### config.mk
export PLATFORM = sky130hd
export DESIGN_NAME = moisture_pump_hysteresis_controller_top
export DESIGN_NICKNAME = d
export VERILOG_FILES = /design/src/sv/mphc_pkg.sv /design/src/sv/moisture_pump_hysteresis_controller_top.sv /design/src/sv/mphc_div.sv /design/src/sv/mphc_dp.sv /design/src/sv/mphc_ctrl.sv
export SDC_FILE = /design/constraint.sdc
export NUM_CORES = 1
export LEC_CHECK = 0
export BUFFER_PORTS_ARGS = -buffer_cell sky130_fd_sc_hd__buf_2
export CAP_MARGIN = 20
export CORE_MARGIN = 2
export CORE_UTILIZATION = 40
export CTS_CLUSTER_DIAMETER = 60
export DETAILED_ROUTE_END_ITERATION = 10
export GPL_ROUTABILITY_DRIVEN = 0
export GPL_TIMING_DRIVEN = 0
export HOLD_SLACK_MARGIN = 0.05
export MAX_ROUTING_LAYER = met4
export PLACE_DENSITY_LB_ADDON = 0.3
export SLEW_MARGIN = 20
export SYNTH_ARGS = -nofsm -noshare
export SYNTH_HDL_FRONTEND = slang
export SYNTH_SLANG_ARGS = --single-unit
### constraint.sdc
create_clock -name clock -period 16.4 [get_ports clock]
set_input_delay 0 -clock clock [delete_from_list [all_inputs] [get_ports clock]]
set_output_delay 0 -clock clock [all_outputs]
set_load 0.1 [all_outputs]
### src/sv/mphc_pkg.sv
// ----------------------------------------------------------------------------
// mphc_pkg
// shared widths, reset values, event codes and helpers for the moisture pump
// hysteresis controller
// ----------------------------------------------------------------------------
package mphc_pkg;

   localparam int ADC_BITS      = 12;
   localparam int TIMER_BITS    = 16;
   localparam int PERIOD_BITS   = 16;
   localparam int DEB_BITS      = 10;
   localparam int PCT_BITS      = 7;
   localparam int CSR_IDX_BITS  = 3;
   localparam int CSR_DATA_BITS = 16;
   localparam int NUM_BITS      = ADC_BITS + PCT_BITS;
   localparam int DIV_CNT_BITS  = $clog2(NUM_BITS + 1);

   localparam logic [PCT_BITS-1:0]   PCT_FULL     = PCT_BITS'(100);
   localparam logic [PCT_BITS-1:0]   REPORT_CLAMP = PCT_BITS'(99);
   localparam logic [TIMER_BITS-1:0] TIMER_MAX    = '1;

   localparam logic [ADC_BITS-1:0]    RST_WET      = ADC_BITS'(1090);
   localparam logic [ADC_BITS-1:0]    RST_DRY      = ADC_BITS'(4095);
   localparam logic [PCT_BITS-1:0]    RST_START    = PCT_BITS'(35);
   localparam logic [PCT_BITS-1:0]    RST_STOP     = PCT_BITS'(45);
   localparam logic [PERIOD_BITS-1:0] RST_MAX_ON   = PERIOD_BITS'(10000);
   localparam logic [PERIOD_BITS-1:0] RST_CONTROL  = PERIOD_BITS'(100);
   localparam logic [PERIOD_BITS-1:0] RST_REPORT   = PERIOD_BITS'(2000);
   localparam logic [DEB_BITS-1:0]    RST_DEBOUNCE = DEB_BITS'(30);

   typedef enum logic [2:0] {
      EV_NONE   = 3'd0,
      EV_EMPTY  = 3'd1,
      EV_REFILL = 3'd2,
      EV_REPORT = 3'd3,
      EV_START  = 3'd4
   } event_type;

   typedef enum logic [CSR_IDX_BITS-1:0] {
      REG_WET      = 3'd0,
      REG_DRY      = 3'd1,
      REG_START    = 3'd2,
      REG_STOP     = 3'd3,
      REG_MAX_ON   = 3'd4,
      REG_CONTROL  = 3'd5,
      REG_REPORT   = 3'd6,
      REG_DEBOUNCE = 3'd7
   } reg_index_type;

   typedef struct packed {
      logic load;
      logic div_start;
      logic apply;
      logic pop;
   } cmd_type;

   typedef struct packed {
      logic ctl_due;
      logic div_done;
      logic last;
   } status_type;

   function automatic logic [TIMER_BITS-1:0] tick_up(input logic [TIMER_BITS-1:0] v);
      return (v == TIMER_MAX) ? v : v + TIMER_BITS'(1);
   endfunction

   function automatic logic timer_ge(input logic [TIMER_BITS-1:0] cnt,
                                     input logic [PERIOD_BITS-1:0] lim);
      return 32'(cnt) >= 32'(lim);
   endfunction

endpackage

### src/sv/moisture_pump_hysteresis_controller_top.sv
// ----------------------------------------------------------------------------
// moisture_pump_hysteresis_controller_top
// soil moisture pump controller with float debounce, hysteresis and an
// on-time limit; one request per millisecond tick, one to three responses
//
//   channel  handshake               payload
//   req      req_valid / req_ready   float_low, float_edge, moisture_adc
//   rsp      rsp_valid / rsp_ready   pump_on, event_res, humidity_report, last
//   csr      csr_we                  csr_index, csr_wdata (write only)
//
// a tick loads its request, checks for a control step, then hands out its
// responses one per transfer; a control step runs the 19-step restoring divide
// between the check and the first response
// synchronous reset loads the register defaults; no clearing pass
// a stalled response holds the sequencer; no request is taken until the
// last response of the tick is transferred
// ----------------------------------------------------------------------------
module moisture_pump_hysteresis_controller_top (
   input  logic                                clock,
   input  logic                                reset,
   input  logic                                csr_we,
   input  logic [mphc_pkg::CSR_IDX_BITS-1:0]   csr_index,
   input  logic [mphc_pkg::CSR_DATA_BITS-1:0]  csr_wdata,
   input  logic                                req_valid,
   output logic                                req_ready,
   input  logic                                req_float_low,
   input  logic                                req_float_edge,
   input  logic [mphc_pkg::ADC_BITS-1:0]       req_moisture_adc,
   output logic                                rsp_valid,
   input  logic                                rsp_ready,
   output logic                                rsp_pump_on,
   output logic [2:0]                          rsp_event_res,
   output logic [mphc_pkg::PCT_BITS-1:0]       rsp_humidity_report,
   output logic                                rsp_last
);

   mphc_pkg::cmd_type    cmd;
   mphc_pkg::status_type status;

   mphc_ctrl u_ctrl (
      .clock     (clock),
      .reset     (reset),
      .req_valid (req_valid),
      .req_ready (req_ready),
      .rsp_valid (rsp_valid),
      .rsp_ready (rsp_ready),
      .status    (status),
      .cmd       (cmd)
   );

   mphc_dp u_dp (
      .clock               (clock),
      .reset               (reset),
      .csr_we              (csr_we),
      .csr_index           (csr_index),
      .csr_wdata           (csr_wdata),
      .req_float_low       (req_float_low),
      .req_float_edge      (req_float_edge),
      .req_moisture_adc    (req_moisture_adc),
      .cmd                 (cmd),
      .status              (status),
      .rsp_pump_on         (rsp_pump_on),
      .rsp_event_res       (rsp_event_res),
      .rsp_humidity_report (rsp_humidity_report),
      .rsp_last            (rsp_last)
   );

endmodule

### src/sv/mphc_div.sv
// ----------------------------------------------------------------------------
// mphc_div
// restoring unsigned divider, one quotient bit per cycle
// ----------------------------------------------------------------------------
module mphc_div (
   input  logic                           clock,
   input  logic                           reset,
   input  logic                           start,
   input  logic [mphc_pkg::NUM_BITS-1:0]  num,
   input  logic [mphc_pkg::ADC_BITS-1:0]  den,
   output logic                           done,
   output logic [mphc_pkg::NUM_BITS-1:0]  quot
);

   logic [mphc_pkg::DIV_CNT_BITS-1:0] cnt_ff, cnt_in;
   logic [mphc_pkg::ADC_BITS-1:0]     rem_ff, rem_in;
   logic [mphc_pkg::NUM_BITS-1:0]     quot_ff, quot_in;
   logic [mphc_pkg::ADC_BITS-1:0]     den_ff, den_in;
   logic                              done_ff, done_in;
   logic [mphc_pkg::ADC_BITS:0]       shifted;
   logic [mphc_pkg::ADC_BITS:0]       diff;
   logic                              fits;

   always_comb begin
      shifted = {rem_ff, quot_ff[mphc_pkg::NUM_BITS-1]};
      diff    = shifted - {1'b0, den_ff};
      fits    = shifted >= {1'b0, den_ff};
      cnt_in  = cnt_ff;
      rem_in  = rem_ff;
      quot_in = quot_ff;
      den_in  = den_ff;
      done_in = 1'b0;
      if (start) begin
         cnt_in  = mphc_pkg::DIV_CNT_BITS'(mphc_pkg::NUM_BITS);
         rem_in  = '0;
         quot_in = num;
         den_in  = den;
      end else if (cnt_ff != '0) begin
         cnt_in  = cnt_ff - mphc_pkg::DIV_CNT_BITS'(1);
         rem_in  = fits ? diff[mphc_pkg::ADC_BITS-1:0] : shifted[mphc_pkg::ADC_BITS-1:0];
         quot_in = {quot_ff[mphc_pkg::NUM_BITS-2:0], fits};
         done_in = cnt_ff == mphc_pkg::DIV_CNT_BITS'(1);
      end
   end

   always_ff @(posedge clock) begin
      if (reset) begin
         cnt_ff  <= '0;
         done_ff <= 1'b0;
      end else begin
         cnt_ff  <= cnt_in;
         done_ff <= done_in;
      end
      rem_ff  <= rem_in;
      quot_ff <= quot_in;
      den_ff  <= den_in;
   end

   assign done = done_ff;
   assign quot = quot_ff;

endmodule

### src/sv/mphc_dp.sv
// ----------------------------------------------------------------------------
// mphc_dp
// configuration registers, tick counters, float debounce, percent mapping,
// pump decision and result selection
// ----------------------------------------------------------------------------
module mphc_dp (
   input  logic                                clock,
   input  logic                                reset,
   input  logic                                csr_we,
   input  logic [mphc_pkg::CSR_IDX_BITS-1:0]   csr_index,
   input  logic [mphc_pkg::CSR_DATA_BITS-1:0]  csr_wdata,
   input  logic                                req_float_low,
   input  logic                                req_float_edge,
   input  logic [mphc_pkg::ADC_BITS-1:0]       req_moisture_adc,
   input  mphc_pkg::cmd_type                   cmd,
   output mphc_pkg::status_type                status,
   output logic                                rsp_pump_on,
   output logic [2:0]                          rsp_event_res,
   output logic [mphc_pkg::PCT_BITS-1:0]       rsp_humidity_report,
   output logic                                rsp_last
);

   // configuration
   logic [mphc_pkg::ADC_BITS-1:0]    wet_ff, dry_ff;
   logic [mphc_pkg::PCT_BITS-1:0]    start_thr_ff, stop_thr_ff;
   logic [mphc_pkg::PERIOD_BITS-1:0] max_on_ff, control_ff, report_ff;
   logic [mphc_pkg::DEB_BITS-1:0]    debounce_ff;

   // tick state
   logic                             started_ff, started_in;
   logic                             tank_empty_ff, tank_empty_in;
   logic                             pump_ff, pump_in;
   logic                             pend_ff, pend_in;
   logic                             target_ff, target_in;
   logic [mphc_pkg::DEB_BITS-1:0]    settle_ff, settle_in;
   logic [mphc_pkg::TIMER_BITS-1:0]  since_ctl_ff, since_ctl_in;
   logic [mphc_pkg::TIMER_BITS-1:0]  since_rep_ff, since_rep_in;
   logic [mphc_pkg::TIMER_BITS-1:0]  elapsed_ff, elapsed_in;
   logic [mphc_pkg::ADC_BITS-1:0]    adc_ff, adc_in;
   logic                             due_ff, due_in;

   // pending results: bit 0 tank, bit 1 report, bit 2 watering started
   logic [2:0]                       mask_ff, mask_in;
   mphc_pkg::event_type              tank_ev_ff, tank_ev_in;
   logic [mphc_pkg::PCT_BITS-1:0]    rep_pct_ff, rep_pct_in;

   // percent mapping
   logic [mphc_pkg::ADC_BITS:0]      num_diff, den_diff;
   logic [mphc_pkg::ADC_BITS-1:0]    num_mag, den_mag;
   logic [mphc_pkg::NUM_BITS-1:0]    num_scaled, quot;
   logic                             pct_zero, div_done;
   logic [mphc_pkg::PCT_BITS-1:0]    pct;
   mphc_pkg::event_type              cur_ev;

   always_comb begin
      num_diff   = {1'b0, dry_ff} - {1'b0, adc_ff};
      den_diff   = {1'b0, dry_ff} - {1'b0, wet_ff};
      num_mag    = num_diff[mphc_pkg::ADC_BITS] ? num_diff[mphc_pkg::ADC_BITS-1:0] ^ '1
                   : num_diff[mphc_pkg::ADC_BITS-1:0];
      if (num_diff[mphc_pkg::ADC_BITS]) begin
         num_mag = num_mag + mphc_pkg::ADC_BITS'(1);
      end
      den_mag    = den_diff[mphc_pkg::ADC_BITS] ? den_diff[mphc_pkg::ADC_BITS-1:0] ^ '1
                   : den_diff[mphc_pkg::ADC_BITS-1:0];
      if (den_diff[mphc_pkg::ADC_BITS]) begin
         den_mag = den_mag + mphc_pkg::ADC_BITS'(1);
      end
      num_scaled = mphc_pkg::NUM_BITS'(num_mag) * mphc_pkg::NUM_BITS'(mphc_pkg::PCT_FULL);
      // negative quotients clamp to zero, equal references give zero
      pct_zero   = (den_diff == '0) || (num_diff == '0) ||
                   (num_diff[mphc_pkg::ADC_BITS] != den_diff[mphc_pkg::ADC_BITS]);
      if (pct_zero) begin
         pct = '0;
      end else if (quot > mphc_pkg::NUM_BITS'(mphc_pkg::PCT_FULL)) begin
         pct = mphc_pkg::PCT_FULL;
      end else begin
         pct = quot[mphc_pkg::PCT_BITS-1:0];
      end
   end

   mphc_div u_div (
      .clock (clock),
      .reset (reset),
      .start (cmd.div_start),
      .num   (num_scaled),
      .den   (den_mag),
      .done  (div_done),
      .quot  (quot)
   );

   always_comb begin
      logic prev_empty;
      prev_empty   = tank_empty_ff;
      started_in   = started_ff;
      tank_empty_in = tank_empty_ff;
      pump_in      = pump_ff;
      pend_in      = pend_ff;
      target_in    = target_ff;
      settle_in    = settle_ff;
      since_ctl_in = since_ctl_ff;
      since_rep_in = since_rep_ff;
      elapsed_in   = elapsed_ff;
      adc_in       = adc_ff;
      due_in       = due_ff;
      mask_in      = mask_ff;
      tank_ev_in   = tank_ev_ff;
      rep_pct_in   = rep_pct_ff;

      if (cmd.load) begin
         adc_in  = req_moisture_adc;
         mask_in = '0;
         due_in  = 1'b0;
         if (!started_ff) begin
            started_in    = 1'b1;
            tank_empty_in = req_float_low;
         end else begin
            since_ctl_in = mphc_pkg::tick_up(since_ctl_ff);
            since_rep_in = mphc_pkg::tick_up(since_rep_ff);
            if (pump_ff) begin
               elapsed_in = mphc_pkg::tick_up(elapsed_ff);
            end
            if (req_float_edge) begin
               pend_in   = 1'b1;
               target_in = req_float_low;
               settle_in = debounce_ff;
            end
            if (pend_in) begin
               if (settle_in == '0) begin
                  pend_in = 1'b0;
                  if (req_float_low == target_in) begin
                     tank_empty_in = req_float_low;
                     if (!prev_empty && req_float_low) begin
                        mask_in[0] = 1'b1;
                        tank_ev_in = mphc_pkg::EV_EMPTY;
                        pump_in    = 1'b0;
                     end else if (prev_empty && !req_float_low) begin
                        mask_in[0] = 1'b1;
                        tank_ev_in = mphc_pkg::EV_REFILL;
                     end
                  end
               end else begin
                  settle_in = settle_in - mphc_pkg::DEB_BITS'(1);
               end
            end
            if (mphc_pkg::timer_ge(since_ctl_in, control_ff)) begin
               due_in       = 1'b1;
               since_ctl_in = '0;
               if (mphc_pkg::timer_ge(since_rep_in, report_ff)) begin
                  since_rep_in = '0;
                  mask_in[1]   = 1'b1;
               end
            end
         end
      end

      if (cmd.apply) begin
         rep_pct_in = (pct > mphc_pkg::REPORT_CLAMP) ? mphc_pkg::REPORT_CLAMP : pct;
         if (!pump_ff) begin
            if (!tank_empty_ff && pct <= start_thr_ff) begin
               pump_in    = 1'b1;
               elapsed_in = '0;
               mask_in[2] = 1'b1;
            end
         end else if (mphc_pkg::timer_ge(elapsed_ff, max_on_ff) || pct >= stop_thr_ff ||
                      tank_empty_ff) begin
            pump_in = 1'b0;
         end
      end

      if (cmd.pop) begin
         mask_in = mask_ff & (mask_ff - 3'd1);
      end
   end

   always_ff @(posedge clock) begin
      if (reset) begin
         wet_ff        <= mphc_pkg::RST_WET;
         dry_ff        <= mphc_pkg::RST_DRY;
         start_thr_ff  <= mphc_pkg::RST_START;
         stop_thr_ff   <= mphc_pkg::RST_STOP;
         max_on_ff     <= mphc_pkg::RST_MAX_ON;
         control_ff    <= mphc_pkg::RST_CONTROL;
         report_ff     <= mphc_pkg::RST_REPORT;
         debounce_ff   <= mphc_pkg::RST_DEBOUNCE;
         started_ff    <= 1'b0;
         tank_empty_ff <= 1'b0;
         pump_ff       <= 1'b0;
         pend_ff       <= 1'b0;
         target_ff     <= 1'b0;
         settle_ff     <= '0;
         since_ctl_ff  <= '0;
         since_rep_ff  <= '0;
         elapsed_ff    <= '0;
         due_ff        <= 1'b0;
         mask_ff       <= '0;
      end else begin
         if (csr_we) begin
            case (csr_index)
               mphc_pkg::REG_WET:      wet_ff       <= csr_wdata[mphc_pkg::ADC_BITS-1:0];
               mphc_pkg::REG_DRY:      dry_ff       <= csr_wdata[mphc_pkg::ADC_BITS-1:0];
               mphc_pkg::REG_START:    start_thr_ff <= csr_wdata[mphc_pkg::PCT_BITS-1:0];
               mphc_pkg::REG_STOP:     stop_thr_ff  <= csr_wdata[mphc_pkg::PCT_BITS-1:0];
               mphc_pkg::REG_MAX_ON:   max_on_ff    <= csr_wdata[mphc_pkg::PERIOD_BITS-1:0];
               mphc_pkg::REG_CONTROL:  control_ff   <= csr_wdata[mphc_pkg::PERIOD_BITS-1:0];
               mphc_pkg::REG_REPORT:   report_ff    <= csr_wdata[mphc_pkg::PERIOD_BITS-1:0];
               mphc_pkg::REG_DEBOUNCE: debounce_ff  <= csr_wdata[mphc_pkg::DEB_BITS-1:0];
               default: begin
               end
            endcase
         end
         started_ff    <= started_in;
         tank_empty_ff <= tank_empty_in;
         pump_ff       <= pump_in;
         pend_ff       <= pend_in;
         target_ff     <= target_in;
         settle_ff     <= settle_in;
         since_ctl_ff  <= since_ctl_in;
         since_rep_ff  <= since_rep_in;
         elapsed_ff    <= elapsed_in;
         due_ff        <= due_in;
         mask_ff       <= mask_in;
      end
      adc_ff     <= adc_in;
      tank_ev_ff <= tank_ev_in;
      rep_pct_ff <= rep_pct_in;
   end

   // lowest pending result goes out first
   always_comb begin
      rsp_humidity_report = '0;
      if (mask_ff[0]) begin
         cur_ev = tank_ev_ff;
      end else if (mask_ff[1]) begin
         cur_ev              = mphc_pkg::EV_REPORT;
         rsp_humidity_report = rep_pct_ff;
      end else if (mask_ff[2]) begin
         cur_ev = mphc_pkg::EV_START;
      end else begin
         cur_ev = mphc_pkg::EV_NONE;
      end
   end

   assign rsp_event_res   = cur_ev;
   assign rsp_pump_on     = pump_ff;
   assign rsp_last        = (mask_ff & (mask_ff - 3'd1)) == 3'd0;
   assign status.ctl_due  = due_ff;
   assign status.div_done = div_done;
   assign status.last     = rsp_last;

endmodule

### src/sv/mphc_ctrl.sv
// ----------------------------------------------------------------------------
// mphc_ctrl
// sequencer: take a tick, run the percent divide on control steps, then
// hand out the tick's results one transfer at a time
// ----------------------------------------------------------------------------
module mphc_ctrl (
   input  logic                  clock,
   input  logic                  reset,
   input  logic                  req_valid,
   output logic                  req_ready,
   output logic                  rsp_valid,
   input  logic                  rsp_ready,
   input  mphc_pkg::status_type  status,
   output mphc_pkg::cmd_type     cmd
);

   typedef enum logic [3:0] {
      ST_IDLE  = 4'b0001,
      ST_CHECK = 4'b0010,
      ST_DIV   = 4'b0100,
      ST_EMIT  = 4'b1000
   } state_type;

   state_type state_ff, state_in;

   always_comb begin
      state_in      = state_ff;
      cmd           = '0;
      req_ready     = 1'b0;
      rsp_valid     = 1'b0;
      case (state_ff)
         ST_IDLE: begin
            req_ready = 1'b1;
            if (req_valid) begin
               cmd.load = 1'b1;
               state_in = ST_CHECK;
            end
         end
         ST_CHECK: begin
            if (status.ctl_due) begin
               cmd.div_start = 1'b1;
               state_in      = ST_DIV;
            end else begin
               state_in = ST_EMIT;
            end
         end
         ST_DIV: begin
            if (status.div_done) begin
               cmd.apply = 1'b1;
               state_in  = ST_EMIT;
            end
         end
         ST_EMIT: begin
            rsp_valid = 1'b1;
            if (rsp_ready) begin
               cmd.pop = 1'b1;
               if (status.last) begin
                  state_in = ST_IDLE;
               end
            end
         end
         default: begin
            state_in = ST_IDLE;
         end
      endcase
   end

   always_ff @(posedge clock) begin
      if (reset) begin
         state_ff <= ST_IDLE;
      end else begin
         state_ff <= state_in;
      end
   end

endmodule

==> summary.md, run 1 <==
| Metric | Value |
|---|---|
| Status | finished, final reports clean |
| Skew-Pair Late Insertion Delay | approximately 0.60 ns |
| Filler instances | about 3600 |
| Number of synthesized flops with an enable pin | 50 |
| CP max stage delay | about 0.5 ns |
| Final clock skew | slightly above 0.04 ns |
| Share of the yosys chip area belonging to registers | 0.341 |
| Gr ovfl total | 0 |
| Period utilisation layout | 0.358 |
| Share of cells above drive strength 1 | 0.0803 |
| Normalized max-slew margin | 0.281 |
| Clk root buf | clkbuf_16 |
| Vias in the first global route | about 13000 |
| Final Max Slew Viols | 0 |
| Post-Syn Area | approximately 0.015 mm^2 |
| Gr usage total | 0.215 |
| Worst path slowest cell | fa_1 |
| Final hold vios | 0 |
| Top-Level Pins | 52 |
| Sw frac | 0.366 |
| Flop pwr share | 0.312 |
| DR vias | 13300 |
| PnR Total Power | approximately 2.3 mW |
| Syn nets | 1992 |
| Initial antenna violation count | 1 |
| CTS Buf Count | 29 |
| Crit path DAT | between 6 and 7 ns |
| Die area | 0.0400 mm^2 |
| Worst slew pin tran | 1.08 ns |
| Core outline area | roughly 0.038 mm^2 |
| CP startpoint kind | register |
| Maximum clock path buffer count | 3 |
| Crit. End Element | register |
| WL/cell | roughly 17 um |
| Logic pwr share | 0.385 |
| NetSw | 0.842 mW |
| RSZ-0062 raised after global routing | false |
| Drt initial violations | 812 |
| Critical path's top delay family | compound AO/OA/AOI/OAI gates |
| Drt drc | 0 |
| Area leader, netlist | dfxtp_1 |
| HPWL after DPL | a little over 30000 um |
| # setup viols final | 0 |
| N_diodes | 0 |
| HP Class | primary input to register |
| Worst path cell trace | inv_1, ha_1, a21o_1, nor3_1, a21oi_2, o211a_4, nor2_8, o21ai_0, xnor2_1, ha_1, ha_1, inv_1, fa_1, inv_1, ha_1, a21oi_1, o21ai_0, o41a_1, a41o_1, o41ai_1, xor2_1, o21ai_0 |
| Most used DFF post-synth | dfxtp_1 |
| CP dominant cell by count | ha_1 |
| Peak VDD IR | between 0.00008 and 0.00009 V |
| CTS Sinks | around 240 |
| Count leader, synth | nand2_1 |
| Die Y | between 150 and 200 um |
| Power density over the cells | around 130 mW/mm^2 |
| Crit-path max FO | 9 |
| Port Buffer Count | 41 |
| Pre-Repair DR Iteration Count | 7 |
| Level count of the clock H-tree | 1 |
| Largest net degree at the start of global routing | 22 |
| Initial core utilization | 0.407 |
| Fin Setup TNS | 0 ns |
| Async SR Flop Fraction | 0 |
| Yosys top cell area share | 0.244 |
| Clock transition at path regs | approximately 0.060 ns |
| P_leak | ~7.1 nW |
| Seq cells post-synth | 237 |
| Post-DR vias/cell | between 5 and 6 |
| Post-layout net count | roughly 2100 |
| Area Growth Syn to Fin | 14.9% |
| CP Class | register to register |
| Synth cell count leaders | nand2_1, dfxtp_1, inv_1 |
| Crit path time final | slightly below 6 ns |
| Max Cap Viol | 0 |
| Mean area per synthesized cell | about 8.6 um^2 |
| Synth area leaders | dfxtp_1, ha_1, edfxtp_1 |
| Fin util | 0.468 |
| Die X | around 200 um |
| Setup Buffers After CTS | 0 |
| Netlist cell types | 100 |
| Floorplan row count | 71 |
| Worst endpoint required time | between 15 and 20 ns |
| Number of antenna-violating nets in the routed design | 0 |
| Clk pwr share | 0.302 |
| Int Pwr | ~1.5 mW |
| WP buf/inv | 3 |
| Max Clock Freq | ~170 MHz |
| First-pass GRT wire length | around 66000 um |
| Post-Syn Instances | 1796 |
| Drt total wl | about 41000 um |
| CTS tree | done |
| Synth warn | 0 |
-- power by group through the flow --
stage | clock network, mW | registers, mW | logic (mW)
after floorplan | 0 | 0.714 | 0.686
after global placement | 0 | 0.729 | 0.848
after detailed placement | 0 | 0.729 | 0.873
after CTS | 0.706 | 0.718 | 0.886
after global routing | 0.727 | 0.726 | 1.00
final | 0.695 | 0.719 | 0.887
-- cell type report --
cell class                 instances  area, um^2  share of cell area
tap                              511         639              0.0362
sequential                       237        5250               0.297
multi-input combinational       1333        9240               0.523
buffer                            70         307              0.0174
timing repair buffer              80         586              0.0332
clock inverter                    14         158             0.00893
inverter                         156         586              0.0332
clock buffer                      40         901              0.0510
-- registers in the layout (all words and copies together) (netlist names), 16 cells and up --
name               count
u_dp.since_ctl_ff     16
u_dp.max_on_ff        16
u_dp.u_div.quot       19
u_dp.elapsed_ff       16
u_dp.control_ff       16
u_dp.report_ff        16
u_dp.since_rep_ff     16
-- worst paths after layout --
| path | from | to | slack, ns | depth (start not counted) |
|---|---|---|---|---|
| worst max-delay path | u_dp.adc_ff[4] | u_dp.u_div.quot[18] | 10.53 | 22 |
| worst min-delay path | req_float_edge | u_dp.settle_ff[7] | 0.11 | 5 |
| worst max register to register | u_dp.adc_ff[4] | u_dp.u_div.quot[18] | 10.53 | 22 |
| worst min register to register | u_dp.max_on_ff[1] | u_dp.max_on_ff[1] | 0.45 | 2 |
-- metrics by stage --
step	instance area (um^2)	cells	setup slack, ns	hold slack [ns]
global route	17700	2441	10.10	0.113
CTS	17700	2441	10.53	0.0926
floorplan	15400	1796	11.22	0.0989
detailed placement	16200	2350	10.56	0.178
global placement	16200	2348	10.66	0.177
finish	17700	2441	10.53	0.114
-- layout by cell type, fill, tap and decap left out, types with 8 or more instances in the layout --
master,instances
inv_1,155
o21ai_0,64
nand2b_1,21
dlygate4sd3_1,38
nand3_1,57
ha_1,148
fa_1,10
a31oi_1,19
dfxtp_1,187
clkbuf_16,32
edfxtp_1,50
xnor2_1,62
nor3_1,45
a22o_1,17
clkbuf_1,51
o21a_1,14
nor4_1,12
nand2_1,251
nor2b_1,25
a21oi_1,126
and3_1,14
buf_2,50
a211oi_1,16
xor2_1,35
and4_1,11
nand4_1,27
a21o_1,21
mux2i_1,41
nor2_1,103
o21ai_1,8
and2_1,12
o211ai_1,35
-- tightest hold or removal path, stage by stage --
cell      delay (ns)
buf_2           0.14
buf_6           0.16
mux2i_1         0.13
nand3_1         0.11
o211ai_1        0.08
-- logic make-up after synthesis --
family	after synthesis	share of synthesized area
AOI/OAI and AO/OA	410	0.184
xor gates and xnor gates	99	0.0574
adders and majority gates	159	0.134
buffers and inverters	226	0.0581
DFF	237	0.341
muxes	44	0.0296
and+or+nand+nor	621	0.195
-- what timing repair did --
action	4_1_cts	5_1_grt
endpoints found under the hold margin	117	0
hold buffers	37	0
resized for setup	0	0
-- per-layer routing --
layer | vias to the layer above | wire length (um) | GRT usage
li1 | 6618 | - | -
met1 | 6265 | 19200 | 0.283
met2 | 324 | 18500 | 0.343
met3 | 72 | 2500 | 0.0368
met4 | 0 | 1050 | 0.0598
met5 | - | 0 | -
Note: power is estimated with default switching activity, not from simulation.
==> run 2, diff against run 1 <==
--- a/config.mk
+++ b/config.mk
@@ -5,6 +5,7 @@
 export SDC_FILE = /design/constraint.sdc
 export NUM_CORES = 1
 export LEC_CHECK = 0
+export ABC_AREA = 1
 export BUFFER_PORTS_ARGS = -buffer_cell sky130_fd_sc_hd__buf_2
 export CAP_MARGIN = 20
 export CORE_MARGIN = 2
==> constraint.sdc (replaced) <==
create_clock -name clock -period 5.95 [get_ports clock]
set_input_delay 0 -clock clock [delete_from_list [all_inputs] [get_ports clock]]
set_output_delay 0 -clock clock [all_outputs]
set_load 0.1 [all_outputs]
==> run 2 against run 1 <==
Utilization increased by 0.052 points. Flip-flop and latch count unchanged. Design area increased by 3.0%. Maximum frequency increased by 10%. Register-to-register slack got worse by 9.9 ns. Sequential power increased to 2.8 times the previous value. Global-route usage decreased by 0.88 points. Cell count increased by 18%. Critical path depth increased by 6. Die area increased by 2.8%. Highest routed layer unchanged. Worst hold slack improved by 0.028 ns. Clock skew decreased by 0.028 ns.
==> summary.md, run 2 <==
| Metric | Value |
|---|---|
| Seq cells post-synth | 237 (unchanged) |
| Worst endpoint required time | 6.26 ns (was 16.69 ns) |
| Crit path DAT | 5.65 ns (was 6.16 ns) |
| Gr ovfl total | 0 (unchanged) |
| NetSw | 2.49 mW (was 0.842 mW) |
| Area Growth Syn to Fin | 15.0% (was 14.9%) |
| Area occupied by multi-input gates | 0.00888 mm^2 (was 0.00924 mm^2) |
| Async SR Flop Fraction | 0 (unchanged) |
| Floorplan row count | 72 (was 71) |
| Gr usage total | 0.207 (was 0.215) |
| Die area | 0.0411 mm^2 (was 0.0400 mm^2) |
| Crit path time final | 5.34 ns (was 5.87 ns) |
| Crit. End Element | register (unchanged) |
| Post-Syn Area | 0.0158 mm^2 (was 0.0154 mm^2) |
| CTS tree | done (unchanged) |
| CP max stage delay | 0.52 ns (was 0.49 ns) |
| Logic pwr share | 0.400 (was 0.385) |
| Final Cell Area | 0.0182 mm^2 (was 0.0177 mm^2) |
| HP Class | primary input to register (unchanged) |
| WP buf/inv | 4 (was 3) |
| Filler instances | 3907 (was 3612) |
| Commonest non-fill, non-tap cells in the layout | nand2_1, inv_1, nor2_1 (was nand2_1, dfxtp_1, inv_1) |
| CP Class | register to register (unchanged) |
| Crit-path max FO | 10 (was 9) |
| P_leak | 8.57 nW (was 7.13 nW) |
| Core outline area | 0.0388 mm^2 (was 0.0378 mm^2) |
| First-pass GRT wire length | 67200 um (was 66200 um) |
| Yosys top cell area share | 0.237 (was 0.244) |
| Largest net degree at the start of global routing | 22 (unchanged) |
| Status | finished, final reports clean (unchanged) |
| Sw frac | 0.387 (was 0.366) |
| Post-layout net count | 2544 (was 2103) |
| Power density over the cells | 354 mW/mm^2 (was 130 mW/mm^2) |
| Flop pwr share | 0.308 (was 0.312) |
| Pre-Repair DR Iteration Count | 5 (was 7) |
| Number of synthesized flops with an enable pin | 50 (unchanged) |
| Placed Area | 0.0167 mm^2 (was 0.0162 mm^2) |
| Fin Setup TNS | 0 ns (unchanged) |
| Skew-Pair Late Insertion Delay | 0.58 ns (was 0.60 ns) |
| Vias in the first global route | 13400 (was 12600) |
| FF+latch area | 0.00525 mm^2 (unchanged) |
| Final hold vios | 0 (unchanged) |
| N_diodes | 0 (unchanged) |
| Mean area per synthesized cell | 7.11 um^2 (was 8.55 um^2) |
| Synth warn | 0 (unchanged) |
| Port Buffer Count | 49 (was 41) |
| Peak VDD IR | 0.000228 V (was 0.0000875 V) |
| Critical path's top delay family | adder cells (was compound AO/OA/AOI/OAI gates) |
| Number of antenna-violating nets in the routed design | 0 (unchanged) |
| Post-DR vias/cell | 5.04 (was 5.44) |
| Worst path slowest cell | fa_1 (unchanged) |
| # setup viols final | 0 (unchanged) |
| Initial core utilization | 0.407 (about the same) |
| Area leader, netlist | dfxtp_1 (unchanged) |
| Netlist cell types | 65 (was 100) |
| Clock transition at path regs | 0.06 ns (about the same) |
| Final clock skew | 0.0126 ns (was 0.0408 ns) |
| Syn nets | 2418 (was 1992) |
| Final Max Slew Viols | 0 (unchanged) |
| Top-Level Pins | 52 (unchanged) |
| Count leader, synth | nand2_1 (unchanged) |
| Synth cell count leaders | nand2_1, inv_1, nor2_1 (was nand2_1, dfxtp_1, inv_1) |
| Setup Buffers After CTS | 0 (unchanged) |
| Max Cap Viol | 0 (unchanged) |
| Drt total wl | 41700 um (was 41200 um) |
| Worst slew pin tran | 1.05 ns (was 1.08 ns) |
| Level count of the clock H-tree | 1 (unchanged) |
| Drt drc | 0 (unchanged) |
| Clk pwr share | 0.291 (was 0.302) |
| Initial antenna violation count | 0 (was 1) |
| RSZ-0062 raised after global routing | false (unchanged) |
| Share of the yosys chip area belonging to registers | 0.332 (was 0.341) |
| DR vias | 14600 (was 13300) |
| Post-Syn Instances | 2222 (was 1796) |
| Die X | 203 um (was 200 um) |
| CTS Sinks | 237 (unchanged) |
| Most used DFF post-synth | dfxtp_1 (unchanged) |
| CP startpoint kind | register (unchanged) |
| Clk root buf | clkbuf_16 (unchanged) |
| Normalized max-slew margin | 0.300 (was 0.281) |
| Int Pwr | 3.94 mW (was 1.46 mW) |
| Drt initial violations | 809 (was 812) |
| Share of cells above drive strength 1 | 0.0729 (was 0.0803) |
| WL/cell | 14.4 um (was 16.9 um) |
| Commonest non-fill, non-tap cell in the layout | nand2_1 (unchanged) |
| Synth area leaders | dfxtp_1, nand2_1, ha_1 (was dfxtp_1, ha_1, edfxtp_1) |
| Max Clock Freq | 187 MHz (was 170 MHz) |
| Die Y | 203 um (was 200 um) |
| CTS Buf Count | 31 (was 29) |
| Maximum clock path buffer count | 3 (unchanged) |
| HPWL after DPL | 31900 um (was 31000 um) |
| Max reg flops | 19 (unchanged) |
| Period utilisation layout | 0.898 (was 0.358) |
-- run 2: cell count changes in the layout (fill, tap and decap cells not counted), moves of 17 or more --
| cell | before | now |
|---|---|---|
| o21ai_0 | 64 | 132 |
| inv_1 | 155 | 371 |
| nor2b_1 | 25 | 0 |
| nor2_1 | 103 | 191 |
| nand2_1 | 251 | 494 |
| a21oi_1 | 126 | 175 |
| xnor2_1 | 62 | 26 |
| nand3_1 | 57 | 115 |
| nand2b_1 | 21 | 0 |
| a22o_1 | 17 | 0 |
| mux2i_1 | 41 | 3 |
| a21o_1 | 21 | 3 |
-- run 2: power by group through the flow --
stage	Combinational, mW	Clock, mW	Sequential [mW]
global route	2.95	1.98	2.00
global placement	2.48	0	2.01
floorplan	1.98	0	1.98
CTS	2.57	1.90	1.98
detailed placement	2.54	0	2.01
finish	2.57	1.87	1.98
-- run 2: layout make-up --
class	count	area share
Clock buffer	43	0.0497
Timing Repair Buffer	93	0.0377
Buffer	54	0.0118
Clock inverter	14	0.00743
Inverter	389	0.0805
Tap cell	518	0.0357
Multi-Input combinational cell	1542	0.489
Sequential cell	237	0.289
-- run 2: logic make-up after synthesis --
family,count (synthesis),synth area share
and+or+nand+nor,911,0.247
buffers and inverters,443,0.106
AOI/OAI and AO/OA,400,0.143
DFF,237,0.332
adders and majority gates,158,0.130
xor gates and xnor gates,70,0.0397
muxes,3,0.00190
-- run 2: metal layers --
metal / track usage / routed length (um) / vias to the layer above
met5: - / 0 / -
met3: 0.0252 / 1970 / 59
met1: 0.271 / 19700 / 6757
met4: 0.0493 / 799 / 0
met2: 0.340 / 19200 / 302
li1: - / - / 7437
-- run 2: final timing paths --
check | from | to | slack [ns] | depth (start not counted)
worst max-delay path | u_dp.adc_ff[0] | u_dp.u_div.quot[16] | 0.61 | 28
worst min-delay path | req_moisture_adc[2] | u_dp.adc_ff[2] | 0.14 | 2
worst max register to register | u_dp.adc_ff[0] | u_dp.u_div.quot[16] | 0.61 | 28
worst min register to register | u_dp.max_on_ff[5] | u_dp.max_on_ff[5] | 0.46 | 2
-- run 2: per-stage QoR --
step,total power [mW],setup WS (ns),util,std cells,hold slack (ns)
after floorplan,3.96,1.22,-,2222,0.0989
after global placement,4.49,0.691,0.430,2789,0.177
after detailed placement,4.55,0.625,0.430,2789,0.181
after CTS,6.46,0.604,0.468,2890,0.112
after global routing,6.93,0.201,0.468,2890,0.126
final,6.43,0.610,0.468,2890,0.142
-- run 2: what timing repair did --
item                      CTS  global route
gates resized for setup     0             0
hold buffers               44             0
hold endpoints to repair  149             0
==> run 3, diff against run 2 <==
--- a/config.mk
+++ b/config.mk
@@ -8,7 +8,7 @@
 export ABC_AREA = 1
 export BUFFER_PORTS_ARGS = -buffer_cell sky130_fd_sc_hd__buf_2
 export CAP_MARGIN = 20
-export CORE_MARGIN = 2
+export CORE_MARGIN = 10
 export CORE_UTILIZATION = 40
 export CTS_CLUSTER_DIAMETER = 60
 export DETAILED_ROUTE_END_ITERATION = 10
@@ -20,4 +20,5 @@
 export SLEW_MARGIN = 20
 export SYNTH_ARGS = -nofsm -noshare
 export SYNTH_HDL_FRONTEND = slang
+export SYNTH_HIERARCHICAL = 1
 export SYNTH_SLANG_ARGS = --single-unit
==> run 3 against run 2 <==
Sequential power is essentially flat. Non-clock buffer count up 6. Worst setup slack worse by 0.23 ns. Design area rose by 0.70%. Clock-buffer cell count fell by 1.
==> summary.md, run 3 <==
| Metric | Value |
|---|---|
| Crit path DAT | 6.02 ns (was 5.65 ns) |
| Synth area leaders | dfxtp_1, nand2_1, ha_1 (unchanged) |
| Commonest non-fill, non-tap cell in the layout | nand2_1 (unchanged) |
| Worst path slowest cell | fa_1 (unchanged) |
| CTS Sinks | 237 (unchanged) |
| Initial core utilization | 0.408 (was 0.407) |
| Gr usage total | 0.178 (was 0.207) |
| Post-layout net count | 2545 (was 2544) |
| Skew-Pair Late Insertion Delay | 0.59 ns (was 0.58 ns) |
| Top-Level Pins | 52 (unchanged) |
| Gr ovfl total | 0 (unchanged) |
| Area Growth Syn to Fin | 15.1% (was 15.0%) |
| Share of cells above drive strength 1 | 0.0876 (was 0.0729) |
| Non-filler cells, final | 2893 (was 2890) |
| Port Buffer Count | 50 (was 49) |
| Post-Place Setup Slack | -0.0895 ns (was 0.625 ns) |
| Share of the yosys chip area belonging to registers | 0.331 (was 0.332) |
| Commonest non-fill, non-tap cells in the layout | nand2_1, inv_1, nor2_1 (unchanged) |
| Drt initial violations | 850 (was 809) |
| Synth warn | 6 (was 0) |
| Power density over the cells | 364 mW/mm^2 (was 354 mW/mm^2) |
| Crit. End Element | register (unchanged) |
| Status | finished, final reports clean (unchanged) |
| Mean area per synthesized cell | 7.16 um^2 (was 7.11 um^2) |
| Clk pwr share | 0.267 (was 0.291) |
| Drt total wl | 42100 um (was 41700 um) |
| Post-Syn Area | 0.0159 mm^2 (was 0.0158 mm^2) |
| Logic pwr share | 0.433 (was 0.400) |
| Seq cells post-synth | 237 (unchanged) |
| DR vias | 14600 (about the same) |
| Crit-path max FO | 10 (unchanged) |
| Initial antenna violation count | 0 (unchanged) |
| Die area | 0.0481 mm^2 (was 0.0411 mm^2) |
| Flop pwr share | 0.299 (was 0.308) |
| Critical path's top delay family | adder cells (unchanged) |
| CTS tree | done (unchanged) |
| Level count of the clock H-tree | 1 (unchanged) |
| Post-DR vias/cell | 5.03 (was 5.04) |
| Maximum clock path buffer count | 3 (unchanged) |
| Crit path time final | 5.57 ns (was 5.34 ns) |
| Final Cell Area | 0.0183 mm^2 (was 0.0182 mm^2) |
| Netlist cell types | 60 (was 65) |
| Number of antenna-violating nets in the routed design | 0 (unchanged) |
| Fin Setup TNS | 0 ns (unchanged) |
| Floorplan row count | 72 (unchanged) |
| WP buf/inv | 4 (unchanged) |
| First-pass GRT wire length | 68900 um (was 67200 um) |
| Vias in the first global route | 14000 (was 13400) |
| Post-Syn Instances | 2221 (was 2222) |
| Most used DFF post-synth | dfxtp_1 (unchanged) |
| PnR Total Power | 6.67 mW (was 6.43 mW) |
| Clk root buf | clkbuf_16 (unchanged) |
| Worst slew pin tran | 0.978 ns (was 1.05 ns) |
| Worst endpoint required time | 6.40 ns (was 6.26 ns) |
| Normalized max-slew margin | 0.341 (was 0.300) |
| Yosys top cell area share | 0.233 (was 0.237) |
| P_leak | 8.68 nW (was 8.57 nW) |
| Count leader, synth | nand2_1 (unchanged) |
| Clock transition at path regs | 0.06 ns (about the same) |
| Core outline area | 0.0390 mm^2 (was 0.0388 mm^2) |
| CTS Buf Count | 31 (unchanged) |
| Die X | 219 um (was 203 um) |
| Final hold vios | 0 (unchanged) |
| Largest net degree at the start of global routing | 20 (was 22) |
| Max reg flops | 19 (unchanged) |
| Final Max Slew Viols | 0 (unchanged) |
| NetSw | 2.62 mW (was 2.49 mW) |
| CP max stage delay | 0.53 ns (was 0.52 ns) |
| Async SR Flop Fraction | 0 (unchanged) |
| Period utilisation layout | 0.937 (was 0.898) |
| HPWL after DPL | 32800 um (was 31900 um) |
| Max Cap Viol | 0 (unchanged) |
| Sw frac | 0.393 (was 0.387) |
| N_diodes | 0 (unchanged) |
| Peak VDD IR | 0.000352 V (was 0.000228 V) |
| Die Y | 219 um (was 203 um) |
| Area leader, netlist | dfxtp_1 (unchanged) |
| Drt drc | 0 (unchanged) |
| Final worst slack | 0.378 ns (was 0.610 ns) |
| Int Pwr | 4.05 mW (was 3.94 mW) |
| Placed cells | 2791 (was 2789) |
| # setup viols final | 0 (unchanged) |
| Placed Area | 0.0168 mm^2 (was 0.0167 mm^2) |
| HP Class | primary input to register (unchanged) |
| WL/cell | 14.5 um (was 14.4 um) |
| CP startpoint kind | register (unchanged) |
| Final clock skew | 0.0259 ns (was 0.0126 ns) |
| Synth cell count leaders | nand2_1, inv_1, nor2_1 (unchanged) |
| Pre-Repair DR Iteration Count | 5 (unchanged) |
| CP Class | register to register (unchanged) |
| Max Clock Freq | 179 MHz (was 187 MHz) |
| Number of synthesized flops with an enable pin | 52 (was 50) |
## run 3: cell count changes in the layout (fill, tap and decap cells not counted), moves of 6 or more
| cell | change |
|---|---|
| nand2_1 | +41 |
| o21ai_0 | -34 |
| a21oi_1 | -24 |
| nand4_1 | +20 |
| inv_1 | -19 |
| nor2_2 | +16 |
| xor2_1 | +14 |
| a22oi_1 | -8 |
| buf_4 | +8 |
| nand3_2 | +6 |
| o21bai_1 | -6 |
## run 3: path summary, 6_finish.rpt
path / from / end / slack [ns] / depth (start not counted)
max: u_dp/adc_ff[0] / u_dp/u_div/quot[18] / 0.38 / 34
max reg2reg: u_dp/adc_ff[0] / u_dp/u_div/quot[18] / 0.38 / 34
min: req_moisture_adc[8] / u_dp/adc_ff[8] / 0.14 / 2
min reg2reg: u_dp/debounce_ff[2] / u_dp/debounce_ff[2] / 0.46 / 2
## run 3: power groups by stage
stage | registers (mW) | clock network (mW) | logic [mW]
floorplan | 1.99 | 0 | 2.21
global placement | 2.02 | 0 | 2.68
detailed placement | 2.02 | 0 | 2.75
CTS | 1.99 | 1.82 | 2.80
global route | 2.02 | 1.89 | 3.33
finish | 2.00 | 1.78 | 2.89
## run 3: cell type report
type	count	area [um^2]
Sequential cell	237	5270
Tap cell	518	648
Buffer	56	283
Timing Repair Buffer	97	714
Multi-Input combinational cell	1564	9050
Clock buffer	42	857
Inverter	364	1370
Fill cell	3853	20700
Clock inverter	15	124
## run 3: logic make-up (layout without fill, tap and decap cells)
group / after synthesis / in the layout / synth area share
simple gates: 997 / 997 / 0.274
buf+inv: 421 / 574 / 0.104
compound gates: 318 / 318 / 0.111
flops: 237 / 237 / 0.331
fa+ha+maj: 156 / 156 / 0.127
xor+xnor: 85 / 85 / 0.0482
mux: 6 / 6 / 0.00378
other cells: 1 / 2 / 0.000236
## run 3: stage by stage
| stage | hold WS, ns | utilization |
|---|---|---|
| floorplan | 0.0662 | - |
| global placement | 0.180 | 0.431 |
| detailed placement | 0.178 | 0.431 |
| CTS | 0.122 | 0.468 |
| global route | 0.127 | 0.469 |
| finish | 0.139 | 0.469 |
## run 3: worst register-to-register path: cells and delay by family (launching register included)
| kind | cells | cell delay [ns] |
|---|---|---|
| AO/OA/AOI/OAI | 5 | 0.64 |
| adder cells (fa/ha/maj) | 6 | 1.87 |
| AND/OR/NAND/NOR | 16 | 1.70 |
| XOR/XNOR | 3 | 0.43 |
| flip-flops | 1 | 0.42 |
| buffers and inverters | 4 | 0.34 |
## run 3: metal layers
| layer | vias up | wire length [um] | part of all wire | GRT usage |
|---|---|---|---|---|
| met1 | 6700 | 19300 | 0.46 | 0.223 |
| li1 | 7433 | - | - | - |
| met5 | - | 0 | 0 | - |
| met3 | 87 | 2250 | 0.053 | 0.0252 |
| met4 | 0 | 1500 | 0.036 | 0.0639 |
| met2 | 334 | 19000 | 0.45 | 0.289 |
## run 3: what timing repair did
action / 4_1_cts / 5_1_grt
hold buffers: 43 / 0
gates resized for setup: 2 / 13
endpoints found under the hold margin: 131 / 0
setup buffers: 1 / 2
endpoints found under the setup margin: 1 / 3
pin swaps: 0 / 2
